[src/rtl/assert_macros.svh]
// assertion macros for the rtl files, included by the walker top file
// expects clk and rst_n in the scope of use
`ifndef ASSERT_MACROS_SVH
`define ASSERT_MACROS_SVH

// implication or plain property, checked out of reset
`define ASSERT_CLK(label, prop, msg) \
  label: assert property (@(posedge clk) disable iff (!rst_n) (prop)) else $error(msg);

// condition that must never hold
`define ASSERT_NEVER(label, cond, msg) \
  label: assert property (@(posedge clk) disable iff (!rst_n) !(cond)) else $error(msg);

`endif

[src/rtl/ftw_pkg.sv]
// types, constants and codes for the four-level table walker
// no dependencies; used by the walker top, front and back files
package ftw_pkg;

  localparam int unsigned TABLE_WORDS_DEF = 1048576;
  localparam int unsigned TBL_IDX_W       = 20;
  localparam int unsigned ADDR_W          = 48;
  localparam int unsigned WORD_W          = 64;
  localparam int unsigned PAGE_W          = 12;
  localparam int unsigned SLICE_W         = 9;

  localparam int unsigned QDEPTH = 2;
  localparam int unsigned QPTR_W = $clog2(QDEPTH);

  // table window 0xaf800000..0xb0000000 is 8 MiB aligned: tag of bits 47..23
  localparam logic [24:0] TBL_WIN_TAG = 25'h000015f;
  // memory window 0xb0000000..0xc0000000: tag of bits 47..28
  localparam logic [19:0] MEM_WIN_TAG = 20'h0000b;

  localparam int unsigned DESC_VALID_BIT = 0;
  localparam logic [1:0]  LAST_LEVEL     = 2'd3;

  localparam logic CMD_WRITE = 1'b0;
  localparam logic CMD_XLATE = 1'b1;

  localparam logic [1:0] ST_OK          = 2'd0;
  localparam logic [1:0] ST_UNMAPPED    = 2'd1;
  localparam logic [1:0] ST_TABLE_RANGE = 2'd2;
  localparam logic [1:0] ST_OUT_RANGE   = 2'd3;

  typedef struct packed {
    logic                 command;
    logic [TBL_IDX_W-1:0] table_index;
    logic [WORD_W-1:0]    table_word;
    logic [ADDR_W-1:0]    input_address;
  } ftw_in_t;

  typedef struct packed {
    logic [ADDR_W-1:0] output_address;
    logic [1:0]        status;
  } ftw_out_t;

  typedef struct packed {
    logic                 command;
    logic                 wr_ok;
    logic [TBL_IDX_W-1:0] table_index;
    logic [WORD_W-1:0]    table_word;
    logic [ADDR_W-1:0]    input_address;
  } ftw_job_t;

  typedef struct packed {
    logic     valid;
    ftw_job_t job;
  } ftw_q_t;

  typedef struct packed {
    logic                 we;
    logic                 re;
    logic [TBL_IDX_W-1:0] addr;
    logic [WORD_W-1:0]    wdata;
  } ftw_mem_req_t;

  typedef enum logic [1:0] {
    BK_IDLE,
    BK_LOOKUP,
    BK_CHECK
  } bk_state_t;

endpackage

[src/rtl/ftw_back.sv]
// back end: performs table writes and four-level walks, holds the result register
// depends on ftw_pkg; drives the descriptor ram through ftw_mem_req_t
module ftw_back #(
  parameter int unsigned TABLE_WORDS = ftw_pkg::TABLE_WORDS_DEF
) (
  input  logic                          clk,
  input  logic                          rst_n,
  input  ftw_pkg::ftw_q_t               q_in,
  output logic                          pop,
  input  logic [ftw_pkg::ADDR_W-1:0]    root_base,
  output ftw_pkg::ftw_mem_req_t         mem_req,
  input  logic [ftw_pkg::WORD_W-1:0]    mem_rdata,
  output logic                          out_valid,
  input  logic                          out_stall,
  output ftw_pkg::ftw_out_t             out_data
);
  import ftw_pkg::*;

  localparam logic [TBL_IDX_W:0] WordsLim = (TBL_IDX_W + 1)'(TABLE_WORDS);

  bk_state_t           state_r, state_nxt;
  logic [1:0]          level_r, level_nxt;
  logic [ADDR_W-1:0]   base_r, base_nxt;
  logic [ADDR_W-1:0]   ia_r, ia_nxt;
  logic                out_valid_r, out_valid_nxt;
  ftw_out_t            out_data_r, out_data_nxt;

  logic                 out_free;
  logic                 start;
  logic [SLICE_W-1:0]   slice;
  logic [ADDR_W-1:0]    da;
  logic [TBL_IDX_W-1:0] da_idx;
  logic                 da_ok;
  logic [ADDR_W-1:0]    pa;
  logic                 pa_ok;
  logic                 desc_valid;

  assign out_free = !out_valid_r || !out_stall;
  assign start    = q_in.valid && out_free;

  // 9-bit table offset for the current level
  always_comb begin
    case (level_r)
      2'd0:    slice = ia_r[47:39];
      2'd1:    slice = ia_r[38:30];
      2'd2:    slice = ia_r[29:21];
      default: slice = ia_r[20:12];
    endcase
  end

  assign da         = {base_r[ADDR_W-1:PAGE_W], slice, 3'b000};
  assign da_idx     = da[22:3];
  assign da_ok      = (da[47:23] == TBL_WIN_TAG) && ({1'b0, da_idx} < WordsLim);
  assign pa         = {mem_rdata[ADDR_W-1:PAGE_W], ia_r[PAGE_W-1:0]};
  assign pa_ok      = (pa[47:28] == MEM_WIN_TAG);
  assign desc_valid = mem_rdata[DESC_VALID_BIT];

  always_comb begin
    state_nxt = state_r;
    unique case (state_r)
      BK_IDLE: begin
        if (start && q_in.job.command == CMD_XLATE) begin
          state_nxt = BK_LOOKUP;
        end
      end
      BK_LOOKUP: begin
        state_nxt = da_ok ? BK_CHECK : BK_IDLE;
      end
      BK_CHECK: begin
        state_nxt = (desc_valid && level_r != LAST_LEVEL) ? BK_LOOKUP : BK_IDLE;
      end
      default: begin
        state_nxt = BK_IDLE;
      end
    endcase
  end

  always_comb begin
    pop           = 1'b0;
    mem_req.we    = 1'b0;
    mem_req.re    = 1'b0;
    mem_req.addr  = da_idx;
    mem_req.wdata = q_in.job.table_word;
    level_nxt     = level_r;
    base_nxt      = base_r;
    ia_nxt        = ia_r;
    out_valid_nxt = out_valid_r && out_stall;
    out_data_nxt  = out_data_r;
    unique case (state_r)
      BK_IDLE: begin
        if (start) begin
          pop = 1'b1;
          if (q_in.job.command == CMD_WRITE) begin
            mem_req.we                  = q_in.job.wr_ok;
            mem_req.addr                = q_in.job.table_index;
            out_valid_nxt               = 1'b1;
            out_data_nxt.output_address = '0;
            out_data_nxt.status         = ST_OK;
          end else begin
            ia_nxt    = q_in.job.input_address;
            base_nxt  = root_base;
            level_nxt = '0;
          end
        end
      end
      BK_LOOKUP: begin
        if (da_ok) begin
          mem_req.re = 1'b1;
        end else begin
          out_valid_nxt               = 1'b1;
          out_data_nxt.output_address = '0;
          out_data_nxt.status         = ST_TABLE_RANGE;
        end
      end
      BK_CHECK: begin
        if (!desc_valid) begin
          out_valid_nxt               = 1'b1;
          out_data_nxt.output_address = '0;
          out_data_nxt.status         = ST_UNMAPPED;
        end else if (level_r == LAST_LEVEL) begin
          out_valid_nxt               = 1'b1;
          out_data_nxt.output_address = pa_ok ? pa : '0;
          out_data_nxt.status         = pa_ok ? ST_OK : ST_OUT_RANGE;
        end else begin
          base_nxt  = mem_rdata[ADDR_W-1:0];
          level_nxt = level_r + 1'b1;
        end
      end
      default: begin
        out_valid_nxt = out_valid_r && out_stall;
      end
    endcase
  end

  always_ff @(posedge clk) begin
    if (!rst_n) begin
      state_r     <= BK_IDLE;
      out_valid_r <= 1'b0;
    end else begin
      state_r     <= state_nxt;
      out_valid_r <= out_valid_nxt;
    end
  end

  always_ff @(posedge clk) begin
    level_r    <= level_nxt;
    base_r     <= base_nxt;
    ia_r       <= ia_nxt;
    out_data_r <= out_data_nxt;
  end

  assign out_valid = out_valid_r;
  assign out_data  = out_data_r;

endmodule
[config.mk]
export PLATFORM = sky130hd
export DESIGN_NAME = ftw_back
export DESIGN_NICKNAME = d
export VERILOG_FILES = /design/src/rtl/assert_macros.svh /design/src/rtl/ftw_pkg.sv /design/src/rtl/ftw_back.sv
export SDC_FILE = /design/constraint.sdc
export NUM_CORES = 1
export LEC_CHECK = 0
export BUFFER_PORTS_ARGS = -buffer_cell sky130_fd_sc_hd__buf_4
export CORE_AREA = 2 2 149 151
export CTS_CLUSTER_DIAMETER = 50
export CTS_CLUSTER_SIZE = 30
export DETAILED_ROUTE_END_ITERATION = 16
export DIE_AREA = 0 0 151 153
export HOLD_SLACK_MARGIN = 0.05
export SKIP_LAST_GASP = 1
export SLEW_MARGIN = 0
export SYNTH_ARGS = -nofsm -noshare
export SYNTH_HDL_FRONTEND = slang
export SYNTH_SLANG_ARGS = --single-unit
[constraint.sdc]
create_clock -name clk -period 5.78 [get_ports clk]
set_input_delay 0.578 -clock clk [delete_from_list [all_inputs] [get_ports clk]]
set_output_delay 0.578 -clock clk [all_outputs]
set_load 0.02 [all_outputs]
### After elaboration in Yosys (flattened, before gate mapping)

Index checks and enable logic that the tools add are counted.

* flip-flop bits (word level): 151
* ROM bits: 0
* memory bits (writable): 0
* output and inout port bits: 138
* latch bits: 0
* input bits: 250
* memories kept: 0

* shifts and indexed selects: 0
* $lt $le $gt $ge: 0
* reductions and logical operators: 14
* div/mod/pow operators: 0
* bitwise gates (word level): 0
* add/sub/neg operators: 1
* multipliers: 0
* mux-type cells: 39
* equality and inequality tests: 16

Operators by type and width (count)
* 50-bit 2-to-1 mux: 5
* 48-bit 2-to-1 mux: 5
* 50-bit one-hot mux with 3 select lines: 1
* 48-bit one-hot mux with 2 select lines: 1
* 20-bit 2-to-1 mux: 3
* 9-bit one-hot mux with 3 select lines: 1
* 25-bit by 9-bit == test with 1-bit output, second input constant: 1
* 20-bit by 4-bit == test with 1-bit output, second input constant: 1
* 2-bit inequality test, second input constant: 8
* 2-bit 2-to-1 mux: 7
* 1-bit 2-to-1 mux: 13
* 5-bit AND reduction: 2
* 2-bit == test, second input constant: 3
* 2-bit one-hot mux with 3 select lines: 1
* 2-bit by 1-bit == test with 1-bit output, second input constant: 2
* 1-bit logical AND: 4
* 2-bit logical NOT: 2
* 2-bit one-hot mux with 2 select lines: 1
* 3-bit inequality test, second input constant: 1
* 1-bit one-hot mux with 3 select lines: 1
* 3-bit AND reduction: 1
* 3-bit nonzero test: 1
* 2-bit by 1-bit adder with 2-bit output, second input constant: 1
* 1-bit logical NOT: 2
* other kinds (2): 2

### Depth between registers and ports, before layout

Gate-level depths: netlist of the first run.

* depth after elaboration: 6
* mapped depth: 8

### Worst setup path after synthesis of the first run

OpenSTA, ideal clock, no wires.

* kind: flip-flop to flip-flop
* start: register state_r[1]
* end: register out_data_r, in the netlist out_data[0] (enable)
* data required time: 5.197 ns
* setup time: 0.583 ns
* arrival time: 5.810 ns
* path buffers: 0
* stages on the path, launching flop included: 7
* slack: -0.613 ns
* period minus slack after synthesis: 6.393 ns
* cell sequence: dfxtp_1 inv_1 ha_1 nor4b_1 nand3_1 nor2_1 nor4bb_1

* word-level cells in the longest chain between the ends: 3

Ends and longest elaborated chain
* from (decl): line ftw_back.sv:21 `bk_state_t state_r, state_nxt;`
* from (signal assigned): line ftw_back.sv:140 `state_r <= state_nxt;`
* 2-bit == test, or another cell as far along: line ftw_back.sv:89 `unique case (state_r)`
* 3-bit inequality test (no source line), or another cell as far along
* 5-bit AND reduction (no source line) (*)
* to (signal assigned): line ftw_back.sv:149 `out_data_r <= out_data_nxt;`
* to (decl): line ftw_back.sv:26 `ftw_out_t out_data_r, out_data_nxt;`

Every way passes the cells marked *; elsewhere a longest branch is shown, timed or not.
A chain may end at the register's enable or synchronous reset.

==> impl_metrics.yaml, run 1 <==
yosys:
  synth_cell_types: 38
  synth_mux_area_share_pct: 8.613
  synth_xor_area_share_pct: 0
  synth_compound_area_share_pct: 4.378
  netlist_instances: 410
  avgSynthCellArea_um2: 14.99
  synthAdderAreaFrac_pct: 1.629
  synth_top_family_by_area: "buffers and inverters"
  synth_area_um2: 6145
  synthSimpleGateAreaFrac_pct: 8.389
  ys_ff_latch: 139
  ys_warn_count: 0
  ys_seq_area_share_pct: 67.44
grt:
  antenna_found_initial: 0
  grtUsageTotal_pct: 14.51
  grt_overflow: 0
  grt_pass1_vias: 3974
  grt_max_degree: 51
  grt_pass1_wl_um: 24260
clocking:
  cts_buffers: 17
  clock-sinks: 139
  clock_latency_ps: 420
  cts_buffer_depth: 2
  tritoncts: "done"
  cts.htree.levels: 4
  cts_resized: 0
  clk_pin_slew_ps: 60
  cts-root-buf: "clkbuf_16"
  hold_buffers: 0
  cts_setup_buffers: 0
flow_run:
  maxCapViolCount: 0
placed_design:
  place_worst_setup_slack_ps: 2635
  finalWeightedCongestion: 0.7581
  dp_cells: 849
  dp_hpwl_um: 13120
  numPortBuffers: 220
die:
  core_area_um2: 21490
  row_count: 54
  start_util_pct: 28.60
  die_x_um: 151
  ioPinCount: 388
  die_area_um2: 23100
  dieHeight_um: 153
worst_setup_path:
  cp_data_required_time_ps: 5200
  crit_path_max_fanout: 19
  critPathKind: "register to primary output"
  crit_path_start_kind: "register"
  timing.reg2reg.setup_slack_ps: 2770
  arrival_ps: 2760
  endpoint_kind: "primary output"
routing:
  wl_per_cell_um: 19.26
  dr.pass1.iters: 4
  drcViolationCount: 0
  via_per_inst: 4.370
  vias: 3850
  wl_um: 16970
  drt_iter0_markers: 261
  ant_nets: 0
finish:
  fill_cells: 2046
  fin_util_pct: 38.62
  antenna_cells: 0
  layout_commonest_cell: "buf_4"
  drive_above_1_share_pct: 51.25
  final_cells: 881
  multi_input_area_um2: 1513
  layout_common_cells: "buf_4 (223), edfxtp_1 (136), mux2_2 (47), and2_1 (29)"
  layout.nets: 846
  synthToLayoutAreaGrowth_pct: 35.04
  regArea_um2: 4144
power_and_ir_drop:
  power.leakage_uw: 0.003310
  p_clk_share_pct: 39.7
  switching_share_pct: 25.50
  p_seq_share_pct: 45.2
  intPower_uw: 2052
  ir_drop_v: 0.0002015
  combPwrFrac_pct: 15.1
  p_per_area_nw_per_um2: 332.0
  p_sw_uw: 702.6
timing:
  rsz0062_at_grt: "no"
  slew_viol_final: 0
  final.period_utilization_pct: 57.79
  hold-worst-slack_ps: 331.7
  worst_clock_skew_ps: 10.53
  fin_crit_ps: 3340
  setup_viol: 0
  fmax_mhz: 299.4
  hold_viol: 0
  fin_ws_ps: 2440
  slew_headroom_pct: 25.68
  tns_ps: 0
  worst_pin_slew_ps: 1112
status:
  run_status: "finished clean"
min_path:
  hp-class: "primary input to register"
==> final timing paths <==
path | from | to | cells after the start
setup / recovery | state_r[0] | mem_req[77] | 6
setup reg to reg | state_r[0] | base_r[19] | 5
hold / removal | q_in[18] | ia_r[18] | 1
hold reg to reg | state_r[0] | state_r[0] | 2
==> power groups by stage <==
stage / clock network (µW) / registers (µW) / logic, µW
after floorplan: 0 / 1310 / 216
after global placement: 0 / 1260 / 418
after detailed placement: 0 / 1270 / 422
after CTS: 1120 / 1250 / 424
after global routing: 1160 / 1250 / 449
final: 1090 / 1250 / 415
==> cells in the mapped netlist, drive strengths merged <==
master / number / area (µm²)
edfxtp: 136 / 4084
buf: 70 / 515.5
mux2: 47 / 529.3
and2: 31 / 193.9
nand2: 16 / 60.06
a21oi: 11 / 55.05
nor2: 11 / 43.80
o21ai: 11 / 55.05
clkbuf: 10 / 37.54
a222oi: 9 / 90.09
ha: 8 / 100.1
inv: 8 / 30.03
nor4b: 6 / 58.80
nand3: 5 / 25.02
nor4: 5 / 31.28
a31oi: 3 / 18.77
dfxtp: 3 / 60.06
nor4bb: 3 / 30.03
and3: 2 / 12.51
nand4: 2 / 12.51
nor2b: 2 / 12.51
or4b: 2 / 23.77
a2111oi: 1 / 8.760
a211o: 1 / 8.760
a21boi: 1 / 7.510
a311oi: 1 / 8.760
a31o: 1 / 8.760
conb: 1 / 3.750
nand2b: 1 / 6.260
nor3: 1 / 5.000
o31ai: 1 / 7.510
==> critical path, cell delays in order, from the launching register on <==
cell	delay (ps)
dfxtp_1	340
inv_1	90
ha_1	270
nand4_1	660
buf_4	480
mux2_2	330
buf_4	170
==> registers in the layout (all words and copies together) (netlist names) <==
| name | count |
|---|---|
| ia_r | 48 |
| out_data | 50 |
| level_r | 2 |
| state_r | 2 |
| out_valid | 1 |
| base_r | 36 |
==> layer usage <==
layer	part of all wire (%)	GRT usage, %	vias up
met3	9.0	5.403	32
met1	35	15.12	1815
met4	2.4	5.429	0
met5	0	0	-
li1	-	-	1812
met2	54	26.30	191
==> area by class of cell <==
type                       instances  share of cell area, %
timing repair buffer             223                  20.17
tap                              280                  4.222
sequential                       139                  49.94
multi-input combinational        199                  18.23
clock buffer                      18                  5.172
clock inverter                    14                  1.900
inverter                           8                 0.3619
==> metrics by stage <==
step	area [µm²]	total power, µW
floorplan	6211	1529
global placement	7711	1683
detailed placement	7711	1690
CTS	8298	2791
global route	8298	2867
finish	8298	2755
==> cell families after synthesis <==
family	count (synthesis)
muxes	47
other	1
adders and majority gates	8
DFF	139
and+or+nand+nor	87
buffers and inverters	88
AOI/OAI and AO/OA	40
No activity file was read; power rests on OpenSTA's default activity.
==> run 2, diff against run 1 <==
Settings changed: ABC_AREA set to 1.
Clock period 5.78 ns to 3.34 ns, I/O delays scaled along.
==> run 2 against run 1 <==
Hold slack worse by 240 ps; synthesized cell count up 49%; first-iteration DRC count is 9.2% higher; sequential share of layout area is 2.4 points lower; clock-buffer cell count unchanged; area after synthesis rose by 6.3%; clock skew down 2.8 ps; critical endpoint is now mem_req[81]; largest power group unchanged; sequential power up 68%.
==> impl_metrics.yaml, run 2 <==
status:
  run_status: "finished clean"
yosys:
  synth_xor_area_share_pct: 0
  synthSimpleGateAreaFrac_pct: 19.36
  synthAdderAreaFrac_pct: 1.532
  synth_top_family_by_area: "simple AND/OR/NAND/NOR gates"
  avgSynthCellArea_um2: 10.68
  ys_ff_latch: 139
  synth-edff-count: 136
  synth_area_leader_cell: "edfxtp_1"
  netlist_instances: 612
  netlist_top_cells_area: "edfxtp_1 (63%), nand2_1 (11%), buf_4 (7.4%)"
  synth_compound_area_share_pct: 2.394
  ys_async_sr_fraction_pct: 0
  synth_area_um2: 6534
  synth_flop_cell: "edfxtp_1"
  ys_warn_count: 0
  synth_cell_types: 25
  ys_seq_area_share_pct: 63.42
  synth_mux_area_share_pct: 1.896
  yosysTopAreaCellShare_pct: 62.50
  yosysMostFrequentCell: "nand2_1"
  netlist_top_cells_count: "nand2_1 (192), edfxtp_1 (136), buf_4 (64)"
power_and_ir_drop:
  p_seq_share_pct: 45.9
  power.leakage_uw: 0.003681
  combPwrFrac_pct: 13.9
  ir_drop_v: 0.0003363
  p_per_area_nw_per_um2: 524.8
  intPower_uw: 3447
  p_sw_uw: 1125
  switching_share_pct: 24.61
  p_clk_share_pct: 40.2
finish:
  synthToLayoutAreaGrowth_pct: 33.34
  multi_input_area_um2: 1738
  layout_common_cells: "buf_4 (225), nand2_1 (192), edfxtp_1 (136), nor2_1 (60), inv_1 (45)"
  antenna_cells: 0
  largest_reg_flops: 50
  fill_cells: 2116
  layout.nets: 1050
  regArea_um2: 4144
  layout_commonest_cell: "buf_4"
  final_cells: 1085
  drive_above_1_share_pct: 35.65
min_path:
  hp-class: "primary input to register"
  hp-start: "q_in[25]"
routing:
  drt_iter0_markers: 285
  via_per_inst: 4.289
  wl_um: 17230
  ant_nets: 0
  drcViolationCount: 0
  dr.pass1.iters: 5
  wl_per_cell_um: 15.88
  vias: 4654
timing:
  fmax_mhz: 376.4
  tns_ps: 0
  worst_pin_slew_ps: 599.0
  slew_viol_final: 0
  slew_headroom_pct: 59.97
  fin_crit_ps: 2657
  setup_viol: 0
  worst_clock_skew_ps: 7.763
  rsz0062_at_grt: "no"
  final.period_utilization_pct: 79.55
  hold_viol: 0
worst_setup_path:
  crit_buf_inv: 4
  cp_data_required_time_ps: 3010
  startpoint: "state_r[0]"
  worst_path_max_delay_cell: "mux2_2"
  reg2reg_from: "level_r[0]"
  crit_family: "buffers and inverters"
  endpoint_kind: "primary output"
  crit_chain: "inv_1, ha_1, nand2_1, inv_1, nand2_1, buf_4, mux2_2, buf_4"
  crit_path_max_fanout: 30
  critPathKind: "register to primary output"
  cp_slowest_stage_delay_ps: 430
  arrival_ps: 2320
  crit_path_start_kind: "register"
clocking:
  hold_buffers: 0
  clock-sinks: 139
  cts_setup_buffers: 0
  clk_pin_slew_ps: 60
  clock_latency_ps: 410
  cts_resized: 0
  cts.htree.levels: 4
  cts_buffers: 17
  cts-root-buf: "clkbuf_16"
  cts_buffer_depth: 2
  tritoncts: "done"
placed_design:
  dp_cells: 1053
  finalWeightedCongestion: 0.8226
  dp_hpwl_um: 13010
  numPortBuffers: 220
flow_run:
  maxCapViolCount: 0
grt:
  grtUsageTotal_pct: 15.33
  grt_max_degree: 49
  grt_overflow: 0
  grt_pass1_vias: 4847
  antenna_found_initial: 0
  grt_pass1_wl_um: 26050
die:
  die_x_um: 151
  row_count: 54
  core_area_um2: 21490
  die_area_um2: 23100
  ioPinCount: 388
  dieHeight_um: 153
  start_util_pct: 30.41
==> run 2: cell count changes after synthesis, sizes merged, moves of 5 or more <==
cell,delta
nor4b,-6
nor4,-5
and2,-31
nand2,+176
nand4,+8
nand3,+9
a222oi,-9
mux2,-36
a21oi,-5
a31oi,+6
nor2,+64
inv,+37
==> run 2: kinds of logic (layout without fill, tap and decap cells) <==
| group | Yosys count | count (layout) |
|---|---|---|
| AOI/OAI and AO/OA | 28 | 28 |
| and+or+nand+nor | 296 | 296 |
| adders and majority gates | 8 | 8 |
| buffers and inverters | 129 | 306 |
| muxes | 11 | 11 |
| DFF | 139 | 139 |
| other | 1 | 17 |
==> run 2: final timing paths <==
path | to | slack (ps) | depth (start not counted)
worst min-delay path | ia_r[25] | 90 | 1
worst max register to register | out_data[10] | 1080 | 4
worst min register to register | state_r[1] | 510 | 2
worst max-delay path | mem_req[81] | 680 | 8
==> run 2: layer usage <==
| layer | wire, µm | global-route usage, % | vias to the layer above | share of wire (%) |
|---|---|---|---|---|
| li1 | - | - | 2300 | - |
| met1 | 6405 | 16.35 | 2139 | 37 |
| met3 | 1345 | 5.612 | 37 | 7.8 |
| met5 | 0 | 0 | - | 0 |
| met4 | 438 | 6.142 | 0 | 2.5 |
| met2 | 9038 | 27.21 | 178 | 52 |
==> run 2: area by class of cell <==
cell class	instances	area share [%]
well taps	280	4.021
flip-flops and latches	139	47.57
clock inverters	14	1.666
repair buffers	227	19.85
multi-input cells	360	19.95
inverters	47	2.025
clock buffers	18	4.926
==> run 2: worst reg2reg max path, cell delays in order (launching register included) <==
cell	delay (ps)
edfxtp_1	390
ha_1	480
o211ai_1	230
nor3_4	480
buf_12	310
==> run 2: power groups by stage <==
stage	combinational (µW)	clock [µW]	sequential [µW]
5_1_grt	689	1960	2110
4_1_cts	648	1890	2100
6_report	635	1840	2100
3_3_place_gp	641	0	2130
3_5_place_dp	646	0	2140
2_1_floorplan	325	0	2210
==> run 2: through the flow <==
stage | utilization [%] | total power, µW | instance area [µm²] | hold slack [ps] | setup WS, ps
2_1_floorplan | - | 2533 | 6615 | 432.9 | 299.8
3_3_place_gp | 37.88 | 2774 | 8138 | 489.0 | 1053
3_5_place_dp | 37.88 | 2782 | 8138 | 506.8 | 1024
4_1_cts | 40.55 | 4637 | 8712 | 63.49 | 639.7
5_1_grt | 40.55 | 4763 | 8712 | 58.74 | 536.1
6_report | 40.55 | 4572 | 8712 | 88.08 | 683.0
==> run 3, diff against run 2 <==
Settings changed: CORE_AREA 2 2 149 151 to 2 2 152 154, DIE_AREA 0 0 151 153 to 0 0 154 156.
Clock period 3.34 ns to 2.4 ns, I/O delays scaled along.
==> run 3 against run 2 <==
Sequential power is 39% higher; power is 44% higher; sequential share of layout area is 2.9 points lower; critical endpoint is now mem_req[74]; setup slack worse by 530 ps; highest routed layer unchanged; largest cell class unchanged; clock-buffer cell count is 2 higher; first-iteration DRC count is 0.70% lower; critical path depth stayed put; register-to-register slack worse by 520 ps; non-clock buffer count is 51 higher; global-route usage is 0.086 points lower; clock skew is 1.1 ps higher; die area is 4.0% higher; largest power group unchanged.
==> impl_metrics.yaml, run 3 (synthesis gave the netlist of run 2 again) <==
status:
  run_status: "finished clean"
timing:
  final.period_utilization_pct: 93.69
  hold_viol: 0
  rsz0062_at_grt: "no"
  slew_viol_final: 0
  worst_pin_slew_ps: 626.5
  hold-worst-slack_ps: 80.17
  slew_headroom_pct: 58.24
  fin_ws_ps: 151.4
  fin_crit_ps: 2249
  worst_clock_skew_ps: 8.849
  setup_viol: 0
  fmax_mhz: 444.7
finish:
  largest_reg_flops: 50
  final_area_um2: 9289
  synthToLayoutAreaGrowth_pct: 42.17
  drive_above_1_share_pct: 35.16
  fill_cells: 2123
  antenna_cells: 0
  layout_common_cells: "buf_4 (229), nand2_1 (189), edfxtp_1 (136), nor2_1 (60), dlygate4sd3_1 (48)"
  layout.nets: 1101
  layout_commonest_cell: "buf_4"
power_and_ir_drop:
  intPower_uw: 4978
  combPwrFrac_pct: 14.7
  p_sw_uw: 1615
  p_per_area_nw_per_um2: 709.8
  p_seq_share_pct: 44.3
  power.leakage_uw: 0.003904
  ir_drop_v: 0.0004578
  p_clk_share_pct: 41.0
  switching_share_pct: 24.49
routing:
  ant_nets: 0
  drcViolationCount: 0
  via_per_inst: 4.257
  vias: 4857
  wl_per_cell_um: 15.91
  wl_um: 18150
  drt_iter0_markers: 283
  dr.pass1.iters: 5
die:
  die_area_um2: 24020
  start_util_pct: 29.21
  dieHeight_um: 156
  ioPinCount: 388
  core_area_um2: 22370
  row_count: 55
  die_x_um: 154
grt:
  grt_pass1_wl_um: 27330
  grt_overflow: 0
  grtUsageTotal_pct: 15.24
  grt_pass1_vias: 5129
  grt_max_degree: 49
  antenna_found_initial: 0
placed_design:
  placed_area_um2: 8203
  finalWeightedCongestion: 0.8273
  dp_hpwl_um: 13260
  numPortBuffers: 220
  place_worst_setup_slack_ps: 535.0
clocking:
  cts.htree.levels: 4
  cts-root-buf: "clkbuf_16"
  tritoncts: "done"
  cts_buffers: 17
  cts_buffer_depth: 2
  clk_pin_slew_ps: 60
  clock_latency_ps: 410
  clock-sinks: 139
  cts_setup_buffers: 0
worst_setup_path:
  cp_slowest_stage_delay_ps: 370
  critPathKind: "register to primary output"
  endpoint_kind: "primary output"
  crit_family: "buffers and inverters"
  worst_path_max_delay_cell: "dfxtp_2"
  arrival_ps: 2010
  crit_chain: "inv_2, ha_4, nand2_1, inv_1, nand2_1, buf_4, mux2_2, buf_4"
  crit_path_start_kind: "register"
  crit_buf_inv: 4
  crit_path_max_fanout: 10
  cp_data_required_time_ps: 2160
min_path:
  hp-class: "primary input to register"
flow_run:
  maxCapViolCount: 0
## run 3: cell types whose count changed in the layout (fill, tap and decap cells not counted), moves of 3 or more
| cell | change |
|---|---|
| buf_4 | +4 |
| ha_1 | -5 |
| clkinv_2 | -3 |
| ha_2 | +3 |
| dlygate4sd3_1 | +48 |
| nand2_1 | -3 |
## run 3: what timing repair did
item,in CTS,in global routing
resized for setup,0,3
setup endpoints to repair,0,2
hold buffers,48,0
endpoints found under the hold margin,48,0
## run 3: cell type report
class | count | area [µm²] | share of cell area, %
flip-flops and latches | 139 | 4149 | 44.67
clock inverters | 12 | 161.4 | 1.738
inverters | 47 | 178.9 | 1.926
well taps | 285 | 356.6 | 3.839
clock buffers | 20 | 436.7 | 4.701
multi-input cells | 360 | 1787 | 19.23
repair buffers | 278 | 2220 | 23.90
## run 3: power groups by stage
stage	Sequential (µW)	Combinational, µW	Clock (µW)
2_1_floorplan	3070	466	0
3_3_place_gp	2970	906	0
4_1_cts	2920	979	2770
6_report	2920	967	2700
5_1_grt	2940	1050	2870
3_5_place_dp	2980	912	0
## run 3: path summary, 6_finish.rpt
check / endpoint / slack [ps] / start / depth (start not counted)
max: mem_req[74] / 150 / state_r[0] / 8
min: state_r[0] / 80 / rst_n / 3
max reg2reg: out_data[21] / 560 / level_r[0] / 4
min reg2reg: state_r[0] / 500 / state_r[0] / 2
## run 3: worst register-to-register path: stages, from the launching register on
cell and delay, ps:
edfxtp_1 410, ha_2 360, o211ai_1 170, nor3_4 270, buf_4 290
## run 3: through the flow
stage	total power (µW)	setup TNS, ps	cells	utilization (%)
after CTS	6674	0	1141	41.50
after global placement	3877	0	1061	36.68
final	6593	0	1141	41.53
after floorplan	3538	-11280	628	-
after detailed placement	3887	0	1061	36.68
after global routing	6859	0	1141	41.53
## run 3: metal layers
layer  vias to the layer above  global-route usage [%]  wire length [µm]
li1                       2399                       -                 -
met2                       191                   26.99              9312
met5                         -                       0                 0
met3                        47                   4.583              1161
met4                         0                   7.610               597
met1                      2220                   16.64              7082
